<file path="config.mk">
export PLATFORM = sky130hd
export DESIGN_NAME = ftg_sum
export DESIGN_NICKNAME = d
export VERILOG_FILES = /design/src/rtl/ftg_pkg.sv /design/src/rtl/ftg_sum.sv
export SDC_FILE = /design/constraint.sdc
export NUM_CORES = 1
export LEC_CHECK = 0
export CORE_UTILIZATION = 55
export DETAILED_ROUTE_END_ITERATION = 12
export DONT_BUFFER_PORTS = 1
export PLACE_DENSITY = 0.76
export SLEW_MARGIN = 20
export SYNTH_ARGS = -nofsm -noshare
export SYNTH_HDL_FRONTEND = slang
export SYNTH_SLANG_ARGS = --single-unit
</file>
<file path="constraint.sdc">
create_clock -name clk_i -period 12 [get_ports clk_i]
set_clock_uncertainty 0.1 [all_clocks]
set_input_delay 3 -clock clk_i [delete_from_list [all_inputs] [get_ports clk_i]]
set_output_delay 3 -clock clk_i [all_outputs]
set_load 0.02 [all_outputs]
</file>
<file path="src/rtl/ftg_pkg.sv">
// Shared types, constants and the quarter-wave sine table of the trajectory generator.
package ftg_pkg;

  // Fixed field and register widths.
  localparam int PeriodW  = 16;
  localparam int PhaseW   = 32;
  localparam int IndexW   = 17;
  localparam int CfgIdxW  = 4;
  localparam int CfgDataW = 32;
  localparam int InDataW  = 8;
  localparam int PosW     = 24;
  localparam int OutUserW = 2;

  // Defaults for the top-level parameters.
  localparam int DefHarmonicCount = 5;
  localparam int DefStepsPerRev   = 51200;

  // The coefficient set covers at most five harmonics.
  localparam int MaxHarm = 5;

  // Phase resolution used for the sine lookup.
  localparam int SinBits      = 10;
  localparam int QuarterSteps = 2 ** (SinBits - 2);
  localparam int QuarterIdxW  = SinBits - 1;

  // Arithmetic widths.
  localparam int LutW   = 31;  // 0 .. 2^30
  localparam int SinW   = 32;  // signed Q30
  localparam int CoefW  = 28;  // signed Q24
  localparam int ProdW  = CoefW + SinW;
  localparam int DiffW  = ProdW + 1;
  localparam int AccW   = 64;
  localparam int TurnsW = 40;
  localparam int FracW  = 30;
  localparam int TurnShift = 24;

  // Register reset values.
  localparam logic [PeriodW-1:0] PeriodReset   = 16'd5000;
  localparam logic [PhaseW-1:0]  PhaseIncReset = 32'd858993;

  typedef enum logic [CfgIdxW-1:0] {
    CfgPeriod   = 4'd0,
    CfgPhaseInc = 4'd1
  } cfg_reg_e;

  // Per-tick status that travels alongside the data through the pipeline.
  typedef struct packed {
    logic setpoint;
    logic finished;
  } tick_flags_t;

  typedef logic signed [CoefW-1:0] coef_arr_t [MaxHarm];

  // Turn coefficients in Q24, already scaled to output turns.
  localparam coef_arr_t CoefSin = '{
    -28'sd26203085, 28'sd84353042, 28'sd78767, -28'sd15337, -28'sd28535590
  };
  localparam coef_arr_t CoefCos = '{
    -28'sd4595194, -28'sd36270063, -28'sd293684, -28'sd239, 28'sd6092897
  };
  localparam logic signed [CoefW-1:0] CoefOff = -28'sd35066284;

  typedef logic [LutW-1:0] sin_lut_t [QuarterSteps + 1];

  // Drops FracW fraction bits, rounding toward zero like a signed division.
  function automatic longint drop_frac(longint v);
    return (v < 0) ? -((-v) >>> FracW) : (v >>> FracW);
  endfunction

  // Evaluates the odd sine polynomial on every quarter-wave step at elaboration.
  function automatic sin_lut_t build_sin_lut();
    sin_lut_t lut;
    longint   x;
    longint   x2;
    longint   r;
    longint   s;
    longint   one;
    one = 64'sd1 <<< FracW;
    for (int i = 0; i <= QuarterSteps; i++) begin
      x  = longint'(i) <<< (FracW - (SinBits - 2));
      x2 = drop_frac(x * x);
      r  = 64'sd172273;
      r  = -64'sd5026994 + drop_frac(r * x2);
      r  = 64'sd85569306 + drop_frac(r * x2);
      r  = -64'sd693598674 + drop_frac(r * x2);
      r  = 64'sd1686629713 + drop_frac(r * x2);
      s  = drop_frac(r * x);
      if (s < 0) s = 0;
      if (s > one) s = one;
      lut[i] = LutW'(s);
    end
    return lut;
  endfunction

  localparam sin_lut_t SinLut = build_sin_lut();

endpackage

</file>
<file path="src/rtl/ftg_sum.sv">
// Sums the harmonic terms with the offset and scales turns to saturated microsteps.
module ftg_sum #(
  parameter int HarmonicCount = ftg_pkg::DefHarmonicCount,
  parameter int StepsPerRev   = ftg_pkg::DefStepsPerRev
) (
  input  logic                             clk_i,
  input  logic                             rst_ni,
  input  logic                             valid_i,
  output logic                             ready_o,
  input  ftg_pkg::tick_flags_t             flags_i,
  input  logic signed [ftg_pkg::DiffW-1:0] diff_i [HarmonicCount],
  output logic                             valid_o,
  input  logic                             ready_i,
  output ftg_pkg::tick_flags_t             flags_o,
  output logic signed [ftg_pkg::PosW-1:0]  pos_o
);

  localparam int Stages = 5;
  localparam int Terms  = ftg_pkg::MaxHarm + 1;
  localparam int AccW   = ftg_pkg::AccW;
  localparam int StepsW = $clog2(StepsPerRev + 1) + 1;

  localparam logic signed [StepsW-1:0] StepsS = StepsW'(StepsPerRev);
  localparam logic signed [AccW-1:0] PosMax = AccW'((64'sd1 <<< (ftg_pkg::PosW - 1)) - 1);
  localparam logic signed [AccW-1:0] PosMin = -(AccW'(64'sd1 <<< (ftg_pkg::PosW - 1)));
  localparam logic signed [AccW-1:0] TurnBias = AccW'((64'sd1 <<< ftg_pkg::TurnShift) - 1);
  localparam logic signed [AccW-1:0] FracBias = AccW'((64'sd1 <<< ftg_pkg::FracW) - 1);
  localparam logic signed [AccW-1:0] NoBias   = AccW'(0);

  logic [Stages-1:0]    v_q;
  logic [Stages-1:0]    ld;
  ftg_pkg::tick_flags_t flags_q [Stages];

  logic signed [AccW-1:0]           term [Terms];
  logic signed [AccW-1:0]           part_q [3];
  logic signed [AccW-1:0]           total_q;
  logic signed [ftg_pkg::TurnsW-1:0] turns_q;
  logic signed [AccW-1:0]           scaled_q;
  logic signed [ftg_pkg::PosW-1:0]  pos_q;
  logic signed [AccW-1:0]           turns_full;
  logic signed [AccW-1:0]           steps_full;
  logic signed [AccW-1:0]           pos_full;
  logic signed [ftg_pkg::PosW-1:0]  pos_sat;

  // Lanes above the harmonic count contribute nothing; the last term is the offset.
  for (genvar k = 0; k < ftg_pkg::MaxHarm; k++) begin : g_term
    if (k < HarmonicCount) begin : g_used
      assign term[k] = AccW'(diff_i[k]);
    end else begin : g_unused
      assign term[k] = '0;
    end
  end
  assign term[Terms-1] = AccW'(ftg_pkg::CoefOff) <<< ftg_pkg::FracW;

  // Both divisions round toward zero: negative values get a bias before the shift.
  always_comb begin
    turns_full = (total_q + (total_q[AccW-1] ? TurnBias : NoBias)) >>> ftg_pkg::TurnShift;
    steps_full = (scaled_q + (scaled_q[AccW-1] ? FracBias : NoBias)) >>> ftg_pkg::FracW;
    pos_full   = steps_full;
    if (pos_full > PosMax) begin
      pos_sat = ftg_pkg::PosW'(PosMax);
    end else if (pos_full < PosMin) begin
      pos_sat = ftg_pkg::PosW'(PosMin);
    end else begin
      pos_sat = ftg_pkg::PosW'(pos_full);
    end
  end

  always_comb begin
    ld[4] = !v_q[4] || ready_i;
    ld[3] = !v_q[3] || ld[4];
    ld[2] = !v_q[2] || ld[3];
    ld[1] = !v_q[1] || ld[2];
    ld[0] = !v_q[0] || ld[1];
  end

  assign ready_o = ld[0];
  assign valid_o = v_q[Stages-1];
  assign flags_o = flags_q[Stages-1];
  assign pos_o   = pos_q;

  always_ff @(posedge clk_i or negedge rst_ni) begin
    if (!rst_ni) begin
      v_q <= '0;
    end else begin
      if (ld[0]) v_q[0] <= valid_i;
      if (ld[1]) v_q[1] <= v_q[0];
      if (ld[2]) v_q[2] <= v_q[1];
      if (ld[3]) v_q[3] <= v_q[2];
      if (ld[4]) v_q[4] <= v_q[3];
    end
  end

  always_ff @(posedge clk_i) begin
    if (ld[0]) begin
      flags_q[0] <= flags_i;
      part_q[0]  <= term[0] + term[1];
      part_q[1]  <= term[2] + term[3];
      part_q[2]  <= term[4] + term[5];
    end
    if (ld[1]) begin
      flags_q[1] <= flags_q[0];
      total_q    <= part_q[0] + part_q[1] + part_q[2];
    end
    if (ld[2]) begin
      flags_q[2] <= flags_q[1];
      turns_q    <= ftg_pkg::TurnsW'(turns_full);
    end
    if (ld[3]) begin
      flags_q[3] <= flags_q[2];
      scaled_q   <= AccW'(turns_q) * AccW'(StepsS);
    end
    if (ld[4]) begin
      flags_q[4] <= flags_q[3];
      pos_q      <= flags_q[3].setpoint ? pos_sat : '0;
    end
  end

endmodule

</file>
Yosys cells after proc, flatten, opt, wreduce, memory -nomap -nowiden
Memory sizes are Yosys's and may differ from the RTL's.
Cells that the tools add are included.
Widths: inputs -> output; s select.

storage, ports and cells
  output and inout bits = 28
  input bits = 311
  memories = 2
  register bits after elaboration = 186
  memory bits (writable) = 202
  logic and storage cells = 48

cells by class
  $lt $le $gt $ge = 2
  bitwise gates (word level) = 1
  $mul = 1
  reduce and logical (&&, ||, !) cells = 11
  multiplexer cells = 14
  add/subtract/negate cells = 7

memories
  name     words  bits a word  rd ports  clocked after memory_dff  wr ports  RTL line       source
  part_q   3      64           3         0                         3         ftg_sum.sv:35  logic signed [AccW-1:0] part_q [3];
  flags_q  5      2            5         0                         5         ftg_sum.sv:32  ftg_pkg::tick_flags_t flags_q [Stages];

operators with widths
  cell                    count
  $add 64x64->64          2
  $add 61x61->62          2
  $add 64x25->64          1
  $add 64x31->64          1
  $add 61x57->62 const B  1
  $mux 24                 2
  $mul 40x6->46 const B   1
  $gt 34x24->1 const B    1
  $lt 34x24->1 const B    1
  $mux 30                 1
  $mux 23                 1
  $mux 1                  10
  $logic_not 1->1         5
  $logic_or 1x1->1        5
  $reduce_or 2->1         1
  $not 1->1               1

Depth between registers and ports, before layout
Gate-level depths: netlist (run 1).

  depth in word-level cells = 8
  depth in mapped cells = 17
  mapped depth without buffers = 17

Worst setup path before layout (run 1)
OpenSTA, ideal clock, no wires.

  path kind = input -> output
  start point = input port ready_i
  end point = output port ready_o
  cell stages on the path = 4
  data required time = 8.900 ns
  path buffers = 0
  data arrival time = 8.852 ns
  setup slack = 0.048 ns
  cell sequence = nor2b_1 > nand4_1 > inv_1 > nand2_1

on the way
  longest elaborated chain between the ends = 5

RTL lines
  what              RTL line       source
  start, declared   ftg_sum.sv:13  input logic ready_i,
  $logic_or 1x1->1  ftg_sum.sv:70  ld[4] = !v_q[4] || ready_i;
  $logic_or 1x1->1  ftg_sum.sv:71  ld[3] = !v_q[3] || ld[4];
  $logic_or 1x1->1  ftg_sum.sv:72  ld[2] = !v_q[2] || ld[3];
  $logic_or 1x1->1  ftg_sum.sv:73  ld[1] = !v_q[1] || ld[2];
  named net ld[1]   ftg_sum.sv:31  logic [Stages-1:0] ld;
  $logic_or 1x1->1  ftg_sum.sv:74  ld[0] = !v_q[0] || ld[1];
  end, declared     ftg_sum.sv:9   output logic ready_o,

The timed path passes the listed nets, and every way through them passes these cells.

Final worst setup path (run 1)
Same ends and word-level chain as after synthesis.

==> run metrics, run 1 <==
Synth Instances slightly below 3000; type of the worst setup path primary input to output pin; nets 3729; share of the yosys chip area belonging to registers ~37%; Antenna Nets Post-Route 0; final hold viol count 0; Final setup viols 0; cts bufs inserted between 40 and 50; fin crit share 63.4%; Post-route DRC 0; core area around 54000 sq um; Reg2Reg Setup Slack approximately 7.2 ns; hpwl dp about 59000 um; Hold WC Path Type flip-flop to flip-flop; vias per inst around 6; clock power share between 10% and 20%; worst hold start flags_q[0][1]; Clock Pin Slew Worst Setup and Hold Paths roughly 0.050 ns; Post-synth EDFFs 370; CTS tree yes; Tmin final ~7.6 ns; status finished clean; CTS Sinks ~380; Slew Limit Headroom a little under a third; Synth cell types 87; first-pass GRT wire length between 100000 and 150000 um; most frequent cells in the layout edfxtp_1 (370), ha_1 (348), a21oi_1 (274), inv_1 (262), nand2_1 (177); Max-cap violations 0; die width roughly 240 um; Boundary Pins about 340; Worst R2R End scaled_q[62]; Setup Slack @ Placement approximately 4.4 ns; initial antenna violation count 7; Total Neg Setup Slack 0 ns; GRT Overall Usage between 20% and 30%; share of the synthesized area in the top cell type 36.7%; grt ovf 0; Initial Util 56.0%; Placer Congestion between 0.9 and 1; largest cells by area after synthesis edfxtp_1 (37%), ha_1 (14%), fa_1 (6.8%); VDD IR-drop max between 0.15 and 0.2 mV; Detailed Route WL between 70000 and 80000 um; RSZ-0062 raised after global routing no; CTS Hold Bufs 0; post-CTS resize count 0; Bufs on Longest Clock Path 3; Die Span Y roughly 240 um; Switch Pwr 0.00488 W; worst path arrival time roughly 4.5 ns; Core Rows 85; leading area contributor after synthesis edfxtp_1; Via Count 22300; htree depth 2; Lkg Pwr roughly 14 nW; Buf/Inv on CP 2; cell family with most CP delay buffers and inverters; PortBufs 0; Main synth FF type edfxtp_1; slowest CP cell buf_4; Highest Signal Layer met4; largest net degree at the start of global routing 83; Fillers between 4000 and 5000; met3 WL post-DR roughly 4700 um; most common cell after layout, fill and taps aside edfxtp_1; Worst-Margin Slew ~1.0 ns; met2 WL around 34000 um; Routed met1 length about 31000 um; P_int around 0.0061 W; sequential share of power 24.5%; wire length per cell just under 20 um; Peak Freq about 130 MHz; ys async rst share between 1 and 1.5%; CP Max Fanout 68; max incr delay on CP between 0.6 and 0.7 ns; worst setup margin around 4.4 ns; share of cells above drive strength 1 roughly 3.8%; Gate power share between 60% and 70%; Worst-Skew Late Latency approximately 0.57 ns; Sw Share between 40% and 50%; DRT Pass-1 Iters 12; die outline area about 56000 sq um; hold depth 0; mean post-synth cell area around 10 sq um; DRT iter0 DRCs approximately 1900; CP Capture Type output pin; CP Data Required Time 8.90 ns; Syn. warnings 0; Yosys reg bits around 380; post-synthesis cell area a little over 30000 sq um; Power Density 340 nW/um^2; hold endpoint flags_q[0][3]; vias in the first global route approximately 22000; Syn-to-layout area delta 6.64%; R2R cell count 17; fin. max-slew vios 0; syn nets roughly 3700; post-CTS setup buffer count 0; Critical Path, Cell by Cell nor2b_1, nand4_1, buf_4, inv_1, nand2_4; RR Startpoint turns_q[2]; crit start category primary input; clk root buf clkbuf_16
==> metal layers <==
layer / GRT usage (%) / vias up
met5: 0 / -
met2: 42.2 / 771
met3: 5.00 / 123
met4: 8.91 / 0
li1: - / 10900
met1: 33.1 / 10500
==> per-stage QoR <==
| step | area, sq um | power, W | util [%] | instances | hold slack, ns |
|---|---|---|---|---|---|
| finish | 32300 | 0.0110 | 59.7 | 3700 | 0.319 |
| global route | 32300 | 0.0121 | 59.7 | 3700 | 0.325 |
| CTS | 32300 | 0.0110 | 59.7 | 3695 | 0.318 |
| detailed placement | 31000 | 0.00967 | 57.2 | 3620 | 0.307 |
| global placement | 31000 | 0.00943 | 57.2 | 3620 | 0.306 |
| floorplan | 30300 | 0.00820 | - | 2985 | 0.300 |
==> synthesized netlist by cell type (39+ instances only) <==
master,n
edfxtp_1,370
o21a_1,42
nor3_1,46
nand3_1,73
nand2_1,179
nor2_1,161
clkbuf_1,58
nand4_1,58
inv_1,262
a21o_1,129
fa_1,103
xnor2_1,174
a21oi_1,274
o21ai_0,148
and3_1,39
ha_1,348
nor2b_1,40
xor2_1,101
==> registers in the layout (all words and copies together) (netlist names) <==
register	flops
part_q	186
v_q	5
flags_q	10
turns_q	40
scaled_q	46
pos_o	24
total_q	64
==> worst max-delay path by stage <==
stage / startpoint / endpoint / slack [ns] / cells after the start
after floorplan: ready_i / ready_o / 0.05 / 4
after global placement: ready_i / ready_o / 4.42 / 5
after detailed placement: ready_i / ready_o / 4.37 / 5
after CTS: ready_i / ready_o / 4.36 / 5
after global routing: ready_i / ready_o / 4.19 / 5
final: ready_i / ready_o / 4.39 / 5
==> area by class of cell <==
cell class	instances	area, sq um	area share [%]
Tap cell	696	871	2.70
Multi-Input combinational cell	2280	17800	55.2
Antenna cell	5	12.5	0.0387
Clock inverter	25	226	0.701
Sequential cell	375	11200	34.8
Timing Repair Buffer	7	52.6	0.163
Inverter	262	983	3.04
Clock buffer	50	1100	3.41
==> logic make-up after synthesis <==
kind of cell / Yosys count / share of synthesized area [%]
buffers and inverters: 330 / 4.18
multiplexers: 1 / 0.0330
AO/OA/AOI/OAI: 840 / 17.9
adder cells (fa/ha/maj): 451 / 21.2
flip-flops: 375 / 37.1
AND/OR/NAND/NOR: 713 / 11.7
XOR/XNOR: 275 / 7.95
==> power by group through the flow <==
stage / Combinational (W) / Clock, W / Sequential (W)
global route: 0.00800 / 0.00131 / 0.00275
finish: 0.00706 / 0.00123 / 0.00270
detailed placement: 0.00694 / 0 / 0.00273
floorplan: 0.00555 / 0 / 0.00265
global placement: 0.00673 / 0 / 0.00271
CTS: 0.00703 / 0.00126 / 0.00270
(Power assumes the default switching activity.)
==> run 2, diff against run 1 <==
==> constraint.sdc (replaced) <==
create_clock -name clk_i -period 6.28 [get_ports clk_i]
set_clock_uncertainty 0.1 [all_clocks]
set_input_delay 1.57 -clock clk_i [delete_from_list [all_inputs] [get_ports clk_i]]
set_output_delay 1.57 -clock clk_i [all_outputs]
set_load 0.02 [all_outputs]
==> run metrics, run 2 (synthesis results as in run 1) <==
status finished clean; Most flops, register part_q; CP Capture Type flip-flop; vias per inst roughly 6; Total Neg Setup Slack 0 ns; cts bufs inserted 41; CP Max Fanout 4; most common cell after layout, fill and taps aside edfxtp_1; clk root buf clkbuf_16; Reg2Reg Setup Slack 1.51 ns; Worst-Skew Late Latency around 0.56 ns; Core Rows 85; Max-cap violations 0; Peak Freq around 210 MHz; largest net degree at the start of global routing around 180; CTS Hold Bufs 0; post-CTS resize count 0; fin crit share around 76%; share of cells above drive strength 1 3.74%; crit start category flip-flop; htree depth 2; fin. max-slew vios 0; Fillers around 4300; Final setup viols 0; Initial Util between 50% and 60%; VDD IR-drop max about 0.47 mV; nets ~3700; Slew Limit Headroom 26.5%; grt ovf 0; Worst-Margin Slew ~1.1 ns; wire length per cell approximately 19 um; core area 54100 sq um; Bufs on Longest Clock Path 3; type of the worst setup path flip-flop to flip-flop; RSZ-0062 raised after global routing no; max reg flops 186; Via Count ~22000; cell area after layout roughly 32000 sq um; first-pass GRT wire length 111000 um; Tmin final 4.77 ns; Detailed Route WL ~70000 um; Placer Congestion between 0.9 and 1; hpwl dp roughly 58000 um; Syn-to-layout area delta 6.99%; Die Span Y around 240 um; most used cell, CP ha_1; most frequent cells in the layout edfxtp_1 (370), ha_1 (348), a21oi_1 (274), inv_1 (262), nand2_1 (177); Lkg Pwr 13.8 nW; PortBufs 0; initial antenna violation count 6; Antenna Nets Post-Route 0; Clock Pin Slew Worst Setup and Hold Paths 0.06 ns; GRT Overall Usage about 25%; CTS tree yes; final hold viol count 0; die width approximately 240 um; DRT Pass-1 Iters 6; Critical Path, Cell by Cell ha_1, inv_1, fa_1, inv_1, ha_1, ha_1, fa_1, a21oi_1, o21ai_0, o22ai_1, o22ai_1, o21ai_0, o211a_1, o21a_1, o311ai_0, a21oi_1, xnor2_1; CTS Sinks approximately 380; die outline area 56000 sq um; CP Data Required Time about 6.5 ns; max incr delay on CP ~0.5 ns; placed cell areas around 31000 sq um; DRT iter0 DRCs between 1500 and 2000; vias in the first global route 21900; Post-route DRC 0; worst path arrival time 4.96 ns; post-CTS setup buffer count 0; Power Density 649 nW/um^2; Hold WC Path Type flip-flop to flip-flop; slowest CP cell fa_1; Boundary Pins between 300 and 400; largest registers part_q: 186 flops, total_q: 64 flops, scaled_q: 46 flops
run 2: path summary, 6_finish.rpt:
kind                                     from       endpoint  cells after the start
worst max-delay path               turns_q[1]   scaled_q[62]                     17
worst min-delay path            flags_q[0][1]  flags_q[0][3]                      0
worst max register to register     turns_q[1]   scaled_q[62]                     17
worst min register to register  flags_q[0][1]  flags_q[0][3]                      0
max in group asynchronous              rst_ni         v_q[0]                      0
min in group asynchronous              rst_ni         v_q[4]                      0
run 2: cell type report:
| class | instances | area, sq um | area share (%) |
|---|---|---|---|
| Clock inverter | 26 | 327 | 1.01 |
| Inverter | 262 | 983 | 3.03 |
| Timing Repair Buffer | 6 | 57.6 | 0.178 |
| Antenna cell | 4 | 10.0 | 0.0309 |
| Clock buffer | 47 | 1090 | 3.37 |
| Sequential cell | 375 | 11200 | 34.7 |
| Tap cell | 696 | 871 | 2.69 |
| Multi-Input combinational cell | 2280 | 17800 | 55.0 |
run 2: critical path, delay by kind of cell, from the launching register on:
kind / cells / cell delay, ns
DFF: 1 / 0.42
buffers and inverters: 2 / 0.09
AOI/OAI and AO/OA: 9 / 2.01
adders and majority gates: 5 / 1.76
xor gates and xnor gates: 1 / 0.11
run 2: power breakdown:
group	internal [W]	switching, W	total, W
logic	0.00576	0.00761	0.0134
clock network	0.00154	0.000978	0.00252
registers	0.00454	0.000618	0.00516
total	0.0118	0.00920	0.0210
run 2: routing by layer:
layer,wire (um),share of wire (%),global-route usage [%]
met5,13,0.019,0
met3,4570,6.5,4.98
met1,30300,43,31.6
met2,32800,47,41.6
met4,2320,3.3,8.76
run 2: through the flow:
stage | total power, W | cells | setup slack, ns | hold WS (ns) | util, %
global placement | 0.0180 | 3619 | 1.17 | 0.301 | 57.2
floorplan | 0.0157 | 2985 | -0.466 | 0.300 | -
global route | 0.0232 | 3696 | 1.22 | 0.328 | 59.9
detailed placement | 0.0184 | 3619 | 1.09 | 0.306 | 57.2
finish | 0.0210 | 3696 | 1.51 | 0.319 | 59.9
CTS | 0.0211 | 3692 | 1.51 | 0.322 | 59.9
