`config.mk`:
```
export PLATFORM = sky130hd
export DESIGN_NAME = ftg_seq
export DESIGN_NICKNAME = d
export VERILOG_FILES = /design/src/rtl/ftg_pkg.sv /design/src/rtl/ftg_seq.sv
export SDC_FILE = /design/constraint.sdc
export NUM_CORES = 1
export LEC_CHECK = 0
export BUFFER_PORTS_ARGS = -buffer_cell sky130_fd_sc_hd__buf_4
export CORE_MARGIN = 3
export CORE_UTILIZATION = 30
export CTS_CLUSTER_DIAMETER = 120
export DETAILED_ROUTE_END_ITERATION = 16
export GPL_TIMING_DRIVEN = 0
export SYNTH_ARGS = -nofsm -noshare
export SYNTH_HDL_FRONTEND = slang
export SYNTH_SLANG_ARGS = --single-unit
```
`constraint.sdc`:
```
create_clock -name clk_i -period 3.5 [get_ports clk_i]
set_input_delay 0.7 -clock clk_i [delete_from_list [all_inputs] [get_ports clk_i]]
set_output_delay 0.7 -clock clk_i [all_outputs]
set_load 0.02 [all_outputs]
```
`src/rtl/ftg_pkg.sv`:
```
// Shared types, constants and the quarter-wave sine table of the trajectory generator.
package ftg_pkg;

  // Fixed field and register widths.
  localparam int PeriodW  = 16;
  localparam int PhaseW   = 32;
  localparam int IndexW   = 17;
  localparam int CfgIdxW  = 4;
  localparam int CfgDataW = 32;
  localparam int InDataW  = 8;
  localparam int PosW     = 24;
  localparam int OutUserW = 2;

  // Defaults for the top-level parameters.
  localparam int DefHarmonicCount = 5;
  localparam int DefStepsPerRev   = 51200;

  // The coefficient set covers at most five harmonics.
  localparam int MaxHarm = 5;

  // Phase resolution used for the sine lookup.
  localparam int SinBits      = 10;
  localparam int QuarterSteps = 2 ** (SinBits - 2);
  localparam int QuarterIdxW  = SinBits - 1;

  // Arithmetic widths.
  localparam int LutW   = 31;  // 0 .. 2^30
  localparam int SinW   = 32;  // signed Q30
  localparam int CoefW  = 28;  // signed Q24
  localparam int ProdW  = CoefW + SinW;
  localparam int DiffW  = ProdW + 1;
  localparam int AccW   = 64;
  localparam int TurnsW = 40;
  localparam int FracW  = 30;
  localparam int TurnShift = 24;

  // Register reset values.
  localparam logic [PeriodW-1:0] PeriodReset   = 16'd5000;
  localparam logic [PhaseW-1:0]  PhaseIncReset = 32'd858993;

  typedef enum logic [CfgIdxW-1:0] {
    CfgPeriod   = 4'd0,
    CfgPhaseInc = 4'd1
  } cfg_reg_e;

  // Per-tick status that travels alongside the data through the pipeline.
  typedef struct packed {
    logic setpoint;
    logic finished;
  } tick_flags_t;

  typedef logic signed [CoefW-1:0] coef_arr_t [MaxHarm];

  // Turn coefficients in Q24, already scaled to output turns.
  localparam coef_arr_t CoefSin = '{
    -28'sd26203085, 28'sd84353042, 28'sd78767, -28'sd15337, -28'sd28535590
  };
  localparam coef_arr_t CoefCos = '{
    -28'sd4595194, -28'sd36270063, -28'sd293684, -28'sd239, 28'sd6092897
  };
  localparam logic signed [CoefW-1:0] CoefOff = -28'sd35066284;

  typedef logic [LutW-1:0] sin_lut_t [QuarterSteps + 1];

  // Drops FracW fraction bits, rounding toward zero like a signed division.
  function automatic longint drop_frac(longint v);
    return (v < 0) ? -((-v) >>> FracW) : (v >>> FracW);
  endfunction

  // Evaluates the odd sine polynomial on every quarter-wave step at elaboration.
  function automatic sin_lut_t build_sin_lut();
    sin_lut_t lut;
    longint   x;
    longint   x2;
    longint   r;
    longint   s;
    longint   one;
    one = 64'sd1 <<< FracW;
    for (int i = 0; i <= QuarterSteps; i++) begin
      x  = longint'(i) <<< (FracW - (SinBits - 2));
      x2 = drop_frac(x * x);
      r  = 64'sd172273;
      r  = -64'sd5026994 + drop_frac(r * x2);
      r  = 64'sd85569306 + drop_frac(r * x2);
      r  = -64'sd693598674 + drop_frac(r * x2);
      r  = 64'sd1686629713 + drop_frac(r * x2);
      s  = drop_frac(r * x);
      if (s < 0) s = 0;
      if (s > one) s = one;
      lut[i] = LutW'(s);
    end
    return lut;
  endfunction

  localparam sin_lut_t SinLut = build_sin_lut();

endpackage

```
`src/rtl/ftg_seq.sv`:
```
// Tick sequencer: configuration registers, run state, index, phase accumulators, first stage.
module ftg_seq #(
  parameter int HarmonicCount = ftg_pkg::DefHarmonicCount
) (
  input  logic                         clk_i,
  input  logic                         rst_ni,
  input  logic                         cfg_valid_i,
  output logic                         cfg_ready_o,
  input  logic [ftg_pkg::CfgIdxW-1:0]  cfg_index_i,
  input  logic [ftg_pkg::CfgDataW-1:0] cfg_data_i,
  input  logic                         in_valid_i,
  output logic                         in_ready_o,
  input  logic                         start_req_i,
  input  logic                         rewind_i,
  output logic                         valid_o,
  input  logic                         ready_i,
  output ftg_pkg::tick_flags_t         flags_o,
  output logic [ftg_pkg::SinBits-1:0]  phase_o [HarmonicCount]
);

  logic [ftg_pkg::PeriodW-1:0] period_q;
  logic [ftg_pkg::PhaseW-1:0]  phase_inc_q;
  logic [ftg_pkg::IndexW-1:0]  index_q, index_d, index_eff;
  logic                        run_q, run_d, run_eff;
  logic [ftg_pkg::PhaseW-1:0]  phase_q [HarmonicCount];
  logic [ftg_pkg::PhaseW-1:0]  phase_d [HarmonicCount];
  logic [ftg_pkg::PhaseW-1:0]  phase_eff [HarmonicCount];
  logic                        go;
  logic                        accept;
  logic                        out_v_q;
  ftg_pkg::tick_flags_t        flags_q;
  logic [ftg_pkg::SinBits-1:0] top_q [HarmonicCount];

  assign cfg_ready_o = 1'b1;
  assign in_ready_o  = !out_v_q || ready_i;
  assign accept      = in_valid_i && in_ready_o;
  assign valid_o     = out_v_q;
  assign flags_o     = flags_q;
  assign phase_o     = top_q;

  always_ff @(posedge clk_i or negedge rst_ni) begin
    if (!rst_ni) begin
      period_q    <= ftg_pkg::PeriodReset;
      phase_inc_q <= ftg_pkg::PhaseIncReset;
    end else if (cfg_valid_i && cfg_ready_o) begin
      unique case (cfg_index_i)
        ftg_pkg::CfgPeriod:   period_q    <= cfg_data_i[ftg_pkg::PeriodW-1:0];
        ftg_pkg::CfgPhaseInc: phase_inc_q <= cfg_data_i[ftg_pkg::PhaseW-1:0];
        default: ;
      endcase
    end
  end

  // Rewind and start act before the range check of the same tick.
  always_comb begin
    index_eff = rewind_i ? '0 : index_q;
    run_eff   = run_q || start_req_i;
    go        = run_eff && (index_eff <= ftg_pkg::IndexW'(period_q));
    index_d   = index_q;
    run_d     = run_q;
    for (int k = 0; k < HarmonicCount; k++) begin
      phase_eff[k] = rewind_i ? '0 : phase_q[k];
      phase_d[k]   = phase_q[k];
    end
    if (accept) begin
      run_d = go;
      if (go) begin
        index_d = index_eff + ftg_pkg::IndexW'(1);
        for (int k = 0; k < HarmonicCount; k++) begin
          phase_d[k] = phase_eff[k]
                     + ftg_pkg::PhaseW'(phase_inc_q * ftg_pkg::PhaseW'(k + 1));
        end
      end else begin
        index_d = '0;
        for (int k = 0; k < HarmonicCount; k++) begin
          phase_d[k] = '0;
        end
      end
    end
  end

  always_ff @(posedge clk_i or negedge rst_ni) begin
    if (!rst_ni) begin
      index_q <= '0;
      run_q   <= 1'b0;
      out_v_q <= 1'b0;
      for (int k = 0; k < HarmonicCount; k++) begin
        phase_q[k] <= '0;
      end
    end else begin
      index_q <= index_d;
      run_q   <= run_d;
      phase_q <= phase_d;
      if (in_ready_o) begin
        out_v_q <= in_valid_i;
      end
    end
  end

  always_ff @(posedge clk_i) begin
    if (accept) begin
      flags_q.setpoint <= go;
      flags_q.finished <= !go && run_eff;
      for (int k = 0; k < HarmonicCount; k++) begin
        top_q[k] <= phase_eff[k][ftg_pkg::PhaseW-1 -: ftg_pkg::SinBits];
      end
    end
  end

endmodule

```
---- Yosys cells after proc, flatten, opt, wreduce, memory -nomap -nowiden ----
Index checks and enable logic that the tools add are counted.
word-level totals
  input port bits ......................... 43
  flip-flop bits (word level) ............. 279
  output and inout bits ................... 55
  logic and storage cells ................. 45
  RAM bits ................................ 0
  bits in latches ......................... 0
  memories ................................ 0
  ROM bits ................................ 0
operators by class
  reductions and logical operators ........ 10
  bitwise operators ....................... 0
  mux-type cells .......................... 8
  shifts and indexed selects .............. 0
  equal/unequal tests ..................... 1
  add/sub/neg operators ................... 6
  multiply operators ...................... 2
  $lt $le $gt $ge ......................... 1
  div/mod/pow operators ................... 0
operators by type and width
  kind                                                                    count
  32-bit adder                                                            5
  160-bit 2-to-1 mux                                                      1
  32-bit 2-to-1 mux                                                       5
  17-bit 2-to-1 mux                                                       2
  32-bit by 2-bit multiplier with 32-bit output (second input constant)   1
  32-bit by 3-bit multiplier with 32-bit output (second input constant)   1
  17-bit by 1-bit adder with 17-bit output (second input constant)        1
  17-bit by 16-bit less-or-equal comparator with 1-bit output             1
  4-bit by 1-bit equality test with 1-bit output (second input constant)  1
  4-bit zero test                                                         1
  2-bit AND reduction                                                     2
  1-bit logical AND                                                       3
  1-bit zero test                                                         2
  1-bit logical OR                                                        2

---- Longest topological paths before layout ----
Gate-level depths: netlist of the first run.
  word-level depth ........................ 5
  depth in mapped cells ................... 18
  gate-level depth less buffers ........... 14

---- Worst setup path after synthesis of the first run ----
OpenSTA, ideal clock, no wires.
  kind .................................... input -> register
  start ................................... in rewind_i
  end ..................................... reg phase_q[93] (netlist bit)
  path slack .............................. -1.181 ns
  library setup time ...................... 0.121 ns
  data required time ...................... 3.379 ns
  buffers on the path ..................... 4
  stages .................................. 17
  data arrival time ....................... 4.560 ns
  cell sequence ........................... buf_4 -> clkbuf_1 -> clkbuf_1 -> clkbuf_1 -> nor2b_1 -> fa_1 -> ha_1 -> fa_1 -> a211oi_2 -> o21ai_2 -> a211oi_4 -> o21ai_4 -> a221oi_4 -> o41ai_2 -> o31ai_2 -> xnor2_1 -> a22o_1
on the way
  word-level cells in the longest chain between the ends .. 4
  elaborated cells on any way between the ends .. 6
  classes of those cells .................. 1 x add/sub; 1 x order compare; 3 x mux; 1 x reduce/logical
ends and longest elaborated chain
  item                                                  line           source
  from (decl)                                           ftg_seq.sv:14  input logic rewind_i,
  branches (longest 3 deep; another with 32-bit adder)  --
  160-bit 2-to-1 mux (*)                                ftg_seq.sv:67  if (go) begin
  to (signal assigned)                                  ftg_seq.sv:93  phase_q <= phase_d;
  to (decl)                                             ftg_seq.sv:25  logic [ftg_pkg::PhaseW-1:0] phase_q [HarmonicCount];
Every way passes the cells marked *.
A chain may end at the register's enable or synchronous reset.

---- Worst setup path in the final report of the first run ----
Ends and elaborated chain as after synthesis.

==> impl_results.md, run 1 <==
* Kind of critical path: in2reg
* Synth-to-layout area growth at 24.89%
* Post-route DRC at 0
* Commonest non-fill, non-tap cell in the layout: nand2_1
* Finished Cell Area at 26900 µm²
* IO buf count at 95
* TNS Setup at -845.0 ps
* Clock Latency Late Sink at 560 ps
* Worst slack, placed at -1780 ps
* Fillers at 7051
* Final setup violating endpoints at 7
* Peak VDD IR at 0.3579 mV
* Inserted Clock Buffers at 37
* CP Capture Type: register
* Cells after DPL at 3385
* CTS max path bufs at 3
* Cell Area, Synth at 21540 µm²
* Post-synth EDFFs at 52
* Overall power at 22.40 mW
* Post-Place Cell Area at 23730 µm²
* Total Die Area at 75060 µm²
* First-pass GRT wire length at 106800 µm
* Max Freq at 267.2 MHz
* H-tree Lvls at 2
* Fin Hold WS at 91.97 ps
* Drt total wl at 70250 µm
* Pre-antenna DRT Iters at 5
* Final hold vios at 0
* Crit Path Max Fanout at 8
* Largest net degree at the start of global routing at 92
* Cells along the critical path: buf_16 -> clkbuf_16 -> clkbuf_16 -> nor2b_1 -> fa_1 -> fa_2 -> a211oi_4 -> o21ai_2 -> a211oi_4 -> o21ai_4 -> a221oi_4 -> buf_12 -> o41ai_4 -> o31ai_2 -> xnor2_1 -> a22o_1
* Max stage delay on crit path at 510 ps
* Number of max-cap violations at 0
* Top_reg_cell synth: dfrtp_1
* Placer Congestion at 0.8849
* Initial core utilization at 30.50%
* Seq/Total Area, Yosys at 33.36%
* CP top delay family: compound AO/OA/AOI/OAI gates
* Slowest CP cell: fa_1
* Number of synthesized register bits at 276
* Chip Width at 274.0 µm
* Startpoint Class: input port
* IO Count at 98
* Share of cells above drive strength 1 at 21.26%
* Slack of the critical path at -243.1 ps
* Vias in the first global route at 18050
* Leak at 12.24 nW
* Synthesis Warnings at 0
* GR Overflow Total at 0
* ANT cells at 0
* Final non-filler cell total at 3541
* Share of flip-flops with an asynchronous set or reset at 81.16%
* Initial antenna violation count at 1
* Status: complete, but fails checks
* Commonest cells after routing, fill and taps aside: nand2_1, dfrtp_1, buf_4, inv_1, ha_1
* Clock Skew at 20.21 ps
* Syn avg cell area at 9.178 µm²
* Failing checks: negative setup slack
* Clock transition at the registers of the reported paths at 50 ps
* Worst reg2reg setup slack at -190 ps
* Initial DRC Count at 1048
* Count of cell types in the netlist at 91
* Std-Cell Rows at 97
* Drt via density at 5.144
* Unrepaired setup endpoints after global routing: true
* Cells after Synth at 2347
* Core Box Area at 70640 µm²
* Routed len/inst at 19.84 µm
* Slew at the pin with the worst max-slew slack at 1064 ps
* CTS tree: yes
* Syn Nets at 2653
* Max-slew headroom at 29.08%
* Final worst path period need at 3743 ps
* Worst Path Required at 3940 ps
* Die height at 274.0 µm
* CP Buf/Inv Count at 4
* Via Count at 18210
* Net count, final at 2879
* CTS Sinks at 276
* CP arrival at 4180 ps
* Clock Tree Root: clkbuf_16
* Gr usage total at 18.45%
* Final core utilization at 38.09%
* Pwr Density at 832.7 nW/µm²
* Post-route clock period utilization at 106.9%
* Hold WC Path Type: in2async
* DP Wirelength at 48390 µm
* Slew Viols, Final at 0
* DRT antenna net count at 0
[metal layers]
metal | routed length [µm] | vias up | part of all wire, % | global-route usage [%]
li1 | - | 8722 | - | -
met1 | 31190 | 8957 | 44 | 24.48
met2 | 33560 | 410 | 48 | 31.49
met3 | 3206 | 125 | 4.6 | 2.161
met4 | 2291 | 0 | 3.3 | 5.490
met5 | 0 | - | 0 | 0
[power breakdown]
part | internal (mW) | leakage [nW] | switching (mW)
Sequential | 4.39 | 3.33 | 0.764
Combinational | 5.84 | 8.29 | 7.42
Clock | 2.42 | 0.622 | 1.56
Total | 12.7 | 12.2 | 9.75
[Yosys cell counts, types with 17 or more instances]
cell type	n	share of area, %
a21o_1	76	2.6
xnor2_1	76	3.1
a21oi_1	142	3.3
o21ai_0	157	3.6
a31oi_1	17	0.49
edfxtp_1	52	7.2
nor2_1	79	1.4
nand2_1	260	4.5
mux2_2	34	1.8
ha_1	200	12
o21bai_1	33	1.2
clkbuf_1	71	1.2
a22o_1	19	0.77
nor3_1	36	0.84
o31ai_1	37	1.3
xor2_1	61	2.5
nand2b_1	47	1.4
o21ai_1	45	1.0
nor2b_1	161	4.7
and3_1	22	0.64
inv_1	176	3.1
fa_1	63	5.9
nand4_1	21	0.61
nand3_1	30	0.70
dfrtp_1	208	24
[repair_timing]
item                                    4_1_cts  5_1_grt
resized for setup                           131      127
endpoints found under the setup margin      174      123
hold buffers                                  0        0
endpoints found under the hold margin         0        0
pin swaps                                    47       67
buffers inserted                             67       30
gates cloned                                  1        0
[cells by family after synthesis]
| logic type | synth area share, % |
|---|---|
| AND/OR/NAND/NOR | 16.42 |
| XOR/XNOR | 5.570 |
| buffers and inverters | 5.169 |
| multiplexers | 1.870 |
| other | 0.01741 |
| adder cells (fa/ha/maj) | 17.47 |
| AO/OA/AOI/OAI | 20.12 |
| flip-flops | 33.36 |
[registers in the layout, indices dropped and copies added, names as in the netlist]
register	count
flags_o	2
index_q	17
period_q	16
phase_inc_q	32
phase_o	50
phase_q	157
run_q	1
valid_o	1
[layout make-up]
| class | instances | area, µm² | share of cell area, % |
|---|---|---|---|
| Clock inverter | 17 | 202.7 | 0.7534 |
| Multi-Input combinational cell | 1800 | 14340 | 53.28 |
| Clock buffer | 50 | 1056 | 3.925 |
| Timing Repair Buffer | 194 | 1650 | 6.134 |
| Buffer | 87 | 559.3 | 2.079 |
| Inverter | 177 | 669.4 | 2.488 |
| Tap cell | 940 | 1176 | 4.371 |
| Sequential cell | 276 | 7256 | 26.97 |
[final timing paths]
check,startpoint,end,cells past startpoint
worst max-delay path,rewind_i,phase_q[93],16
worst min-delay path,rst_ni,phase_q[76],1
worst max register to register,phase_inc_q[6],phase_q[30],16
worst min register to register,phase_q[111],phase_q[111],2
max in group asynchronous,rst_ni,phase_inc_q[10],3
min in group clk_i,in_valid_i,valid_o,2
Power figures use the tool's default switching activity.
==> run 2: changes to the inputs <==
--- a/config.mk
+++ b/config.mk
@@ -5,6 +5,7 @@
 export SDC_FILE = /design/constraint.sdc
 export NUM_CORES = 1
 export LEC_CHECK = 0
+export ABC_CLOCK_PERIOD_IN_PS = 3900
 export BUFFER_PORTS_ARGS = -buffer_cell sky130_fd_sc_hd__buf_4
 export CORE_MARGIN = 3
 export CORE_UTILIZATION = 30
==> constraint.sdc (replaced) <==
create_clock -name clk_i -period 3.9 [get_ports clk_i]
set_input_delay 0.78 -clock clk_i [delete_from_list [all_inputs] [get_ports clk_i]]
set_output_delay 0.78 -clock clk_i [all_outputs]
set_load 0.02 [all_outputs]
==> run 2 against run 1 <==
  * The run still ends with negative setup slack left
  * Cell count is 0.73% lower
  * Combinational power is 23% lower
  * Cell area shrank 4.8%
  * Die area is the same
  * Critical path depth rose by 1
  * Utilization shrank 1.8 points
  * Routed wire length shrank 5.9%
  * Register-to-register slack improved by 250 ps
  * Clock power shrank 12%
  * Critical path type unchanged
==> impl_results.md, run 2 (synthesis results as in run 1) <==
* Core Box Area at 70640 µm² (unchanged)
* CTS tree: yes
* Final setup violating endpoints at 1 (-6)
* GR Overflow Total at 0 (unchanged)
* DP Wirelength at 47840 µm (-1.1%)
* Reg-to-Reg Start: phase_inc_q[7]
* Initial antenna violation count at 0 (-1)
* Failing checks: negative setup slack
* NetSw at 7.992 mW (-18%)
* Net count, final at 2852 (-0.94%)
* IO Count at 98 (unchanged)
* Synth-to-layout area growth at 18.89%
* Total Die Area at 75060 µm² (unchanged)
* H-tree Lvls at 2 (unchanged)
* Pwr Density at 718.1 nW/µm² (-14%)
* Commonest cells after routing, fill and taps aside: nand2_1, dfrtp_1, ha_1, inv_1, buf_4
* Largest net degree at the start of global routing at 109 (+18%)
* Worst slack, placed at -1519 ps (+260.6 ps)
* CTS max path bufs at 3 (unchanged)
* Max Freq at 255.4 MHz
* Design internal power at 10.40 mW (-18%)
* Status: complete, but fails checks
* IO buf count at 95 (unchanged)
* Commonest non-fill, non-tap cell in the layout: nand2_1
* Inserted Clock Buffers at 36 (-2.7%)
* Die height at 274.0 µm (unchanged)
* Kind of critical path: in2reg
* Gr usage total at 17.45% (-0.99 points)
* GRT met2 Usage at 30.12% (-1.4 points)
* RR Endpoint: phase_q[30]
* Sequential share of power at 25.5% (+2.5 points)
* Final core utilization at 36.26% (-1.8 points)
* Initial core utilization at 30.50% (unchanged)
* Multi-input logic area at 13450 µm² (-6.2%)
* Post-route clock period utilization at 100.4%
* Clock Tree Root: clkbuf_16
* Placer Congestion at 0.8900 (+0.58%)
* Unrepaired setup endpoints after global routing: true
* Startpoint Class: input port
* R2R cell count at 15 (-1)
* Slack of the critical path at -14.77 ps (+228.3 ps)
* Drt via density at 5.056 (-1.7%)
* Crit Path Max Fanout at 8 (unchanged)
* Fillers at 7272 (+3.1%)
* Number of max-cap violations at 0 (unchanged)
* Leak at 11.91 nW (-2.7%)
* Via Count at 17770 (-2.4%)
* Initial DRC Count at 1322 (+26%)
* Hold WC Path Type: in2async
* Std-Cell Rows at 97 (unchanged)
* Worst Path Required at 4340 ps (+400 ps)
* Grt met1 use at 22.73% (-1.7 points)
* Peak VDD IR at 0.3636 mV (+1.6%)
* Post-route DRC at 0 (unchanged)
* Chip Width at 274.0 µm (unchanged)
* Max reg flops at 157 (unchanged)
* First-pass GRT wire length at 101600 µm (-4.9%)
* Post-CTS Hold Buffers at 0 (unchanged)
* Share of cells above drive strength 1 at 15.00% (-6.3 points)
* GR Util met3 at 2.205% (+0.044 points)
* Final hold vios at 0 (unchanged)
* CP arrival at 4360 ps (+180 ps)
* CTS Sinks at 276 (unchanged)
* TNS Setup at -14.77 ps (+830.2 ps)
* CP Capture Type: register
* Switching part of the total power at 43.46% (-0.060 points)
* Register Area at 7249 µm² (about the same)
* DRT antenna net count at 0 (unchanged)
* Worst reg2reg setup slack at 60 ps (+250 ps)
* Clock transition at the registers of the reported paths at 60 ps (about the same)
* Pre-antenna DRT Iters at 6 (+1)
* Slew at the pin with the worst max-slew slack at 1034 ps (-29.78 ps)
* Clock Latency Late Sink at 570 ps (about the same)
* Gr busiest metal: met2
* Clock Skew at 35.32 ps (+15.11 ps)
* Max-slew headroom at 31.07% (+2.0 points)
* Drt total wl at 66080 µm (-5.9%)
* Power share of the combinational group at 55.5% (-3.7 points)
* Vias in the first global route at 17430 (-3.5%)
* Clk pwr share at 19.0% (+1.2 points)
* Final worst path period need at 3915 ps
* Slew Viols, Final at 0 (unchanged)
* Biggest register: phase_q
* Routed len/inst at 18.80 µm (-5.2%)
==> run 2: cell types whose count changed in the layout (fill, tap and decap cells not counted), sizes merged <==
cell	change
clkinv	-1
diode	+1
buf	-29
inv	-3
clkbuf	+6
==> run 2: routing by layer <==
metal,up-vias,routed length [µm]
met5,-,0
met4,0,1990
met3,82,2565
met2,335,32030
met1,8719,29500
li1,8635,-
==> run 2: power by group through the flow <==
| stage | clock [mW] | sequential [mW] | combinational [mW] |
|---|---|---|---|
| global route | 3.67 | 4.82 | 11.4 |
| CTS | 3.58 | 4.81 | 9.76 |
| finish | 3.49 | 4.70 | 10.2 |
| floorplan | 0 | 4.50 | 7.40 |
| global placement | 0 | 4.81 | 9.36 |
| detailed placement | 0 | 4.83 | 9.43 |
==> run 2: final cells by class <==
class / count / area share [%]
multi-input cells: 1800 / 52.50
flip-flops and latches: 276 / 28.31
repair buffers: 162 / 5.110
well taps: 940 / 4.592
clock buffers: 53 / 3.967
inverters: 177 / 2.614
plain buffers: 93 / 2.106
clock inverters: 13 / 0.7914
diodes: 1 / 0.009771
==> run 2: worst max path at each step <==
stage	from	end	slack (ps)	cells after the start
after floorplan	rewind_i	phase_q[93]	-310	17
after CTS	rewind_i	phase_q[93]	-80	18
after global routing	rewind_i	phase_q[93]	-100	17
after detailed placement	rewind_i	phase_q[129]	-1520	16
final	rewind_i	phase_q[93]	-10	17
after global placement	rewind_i	phase_q[129]	-1460	16
==> run 2: stage by stage <==
stage	instances	instance area (µm²)	hold WS, ps	power (mW)
floorplan	2347	21600	435.4	11.90
global placement	3382	23490	451.0	14.17
detailed placement	3385	23580	454.4	14.26
CTS	3471	25180	169.3	18.14
global route	3514	25610	198.5	19.88
finish	3515	25610	153.3	18.39
==> run 2: timing repair <==
action	in CTS	in global routing
pin swaps	14	20
buffers inserted	20	44
gates resized for setup	55	37
endpoints found under the setup margin	176	113
==> run 2: critical path, cell delays in order <==
cell and delay (ps):
buf_16 130, clkbuf_16 170, clkbuf_16 170, nor2b_4 120, fa_1 410, ha_2 210
fa_2 420, a211oi_4 240, o21ai_2 120, a211oi_4 340, o21ai_4 100, a221oi_4 270
buf_12 160, o41ai_4 70, o31ai_2 280, xnor2_1 130, a22o_1 200
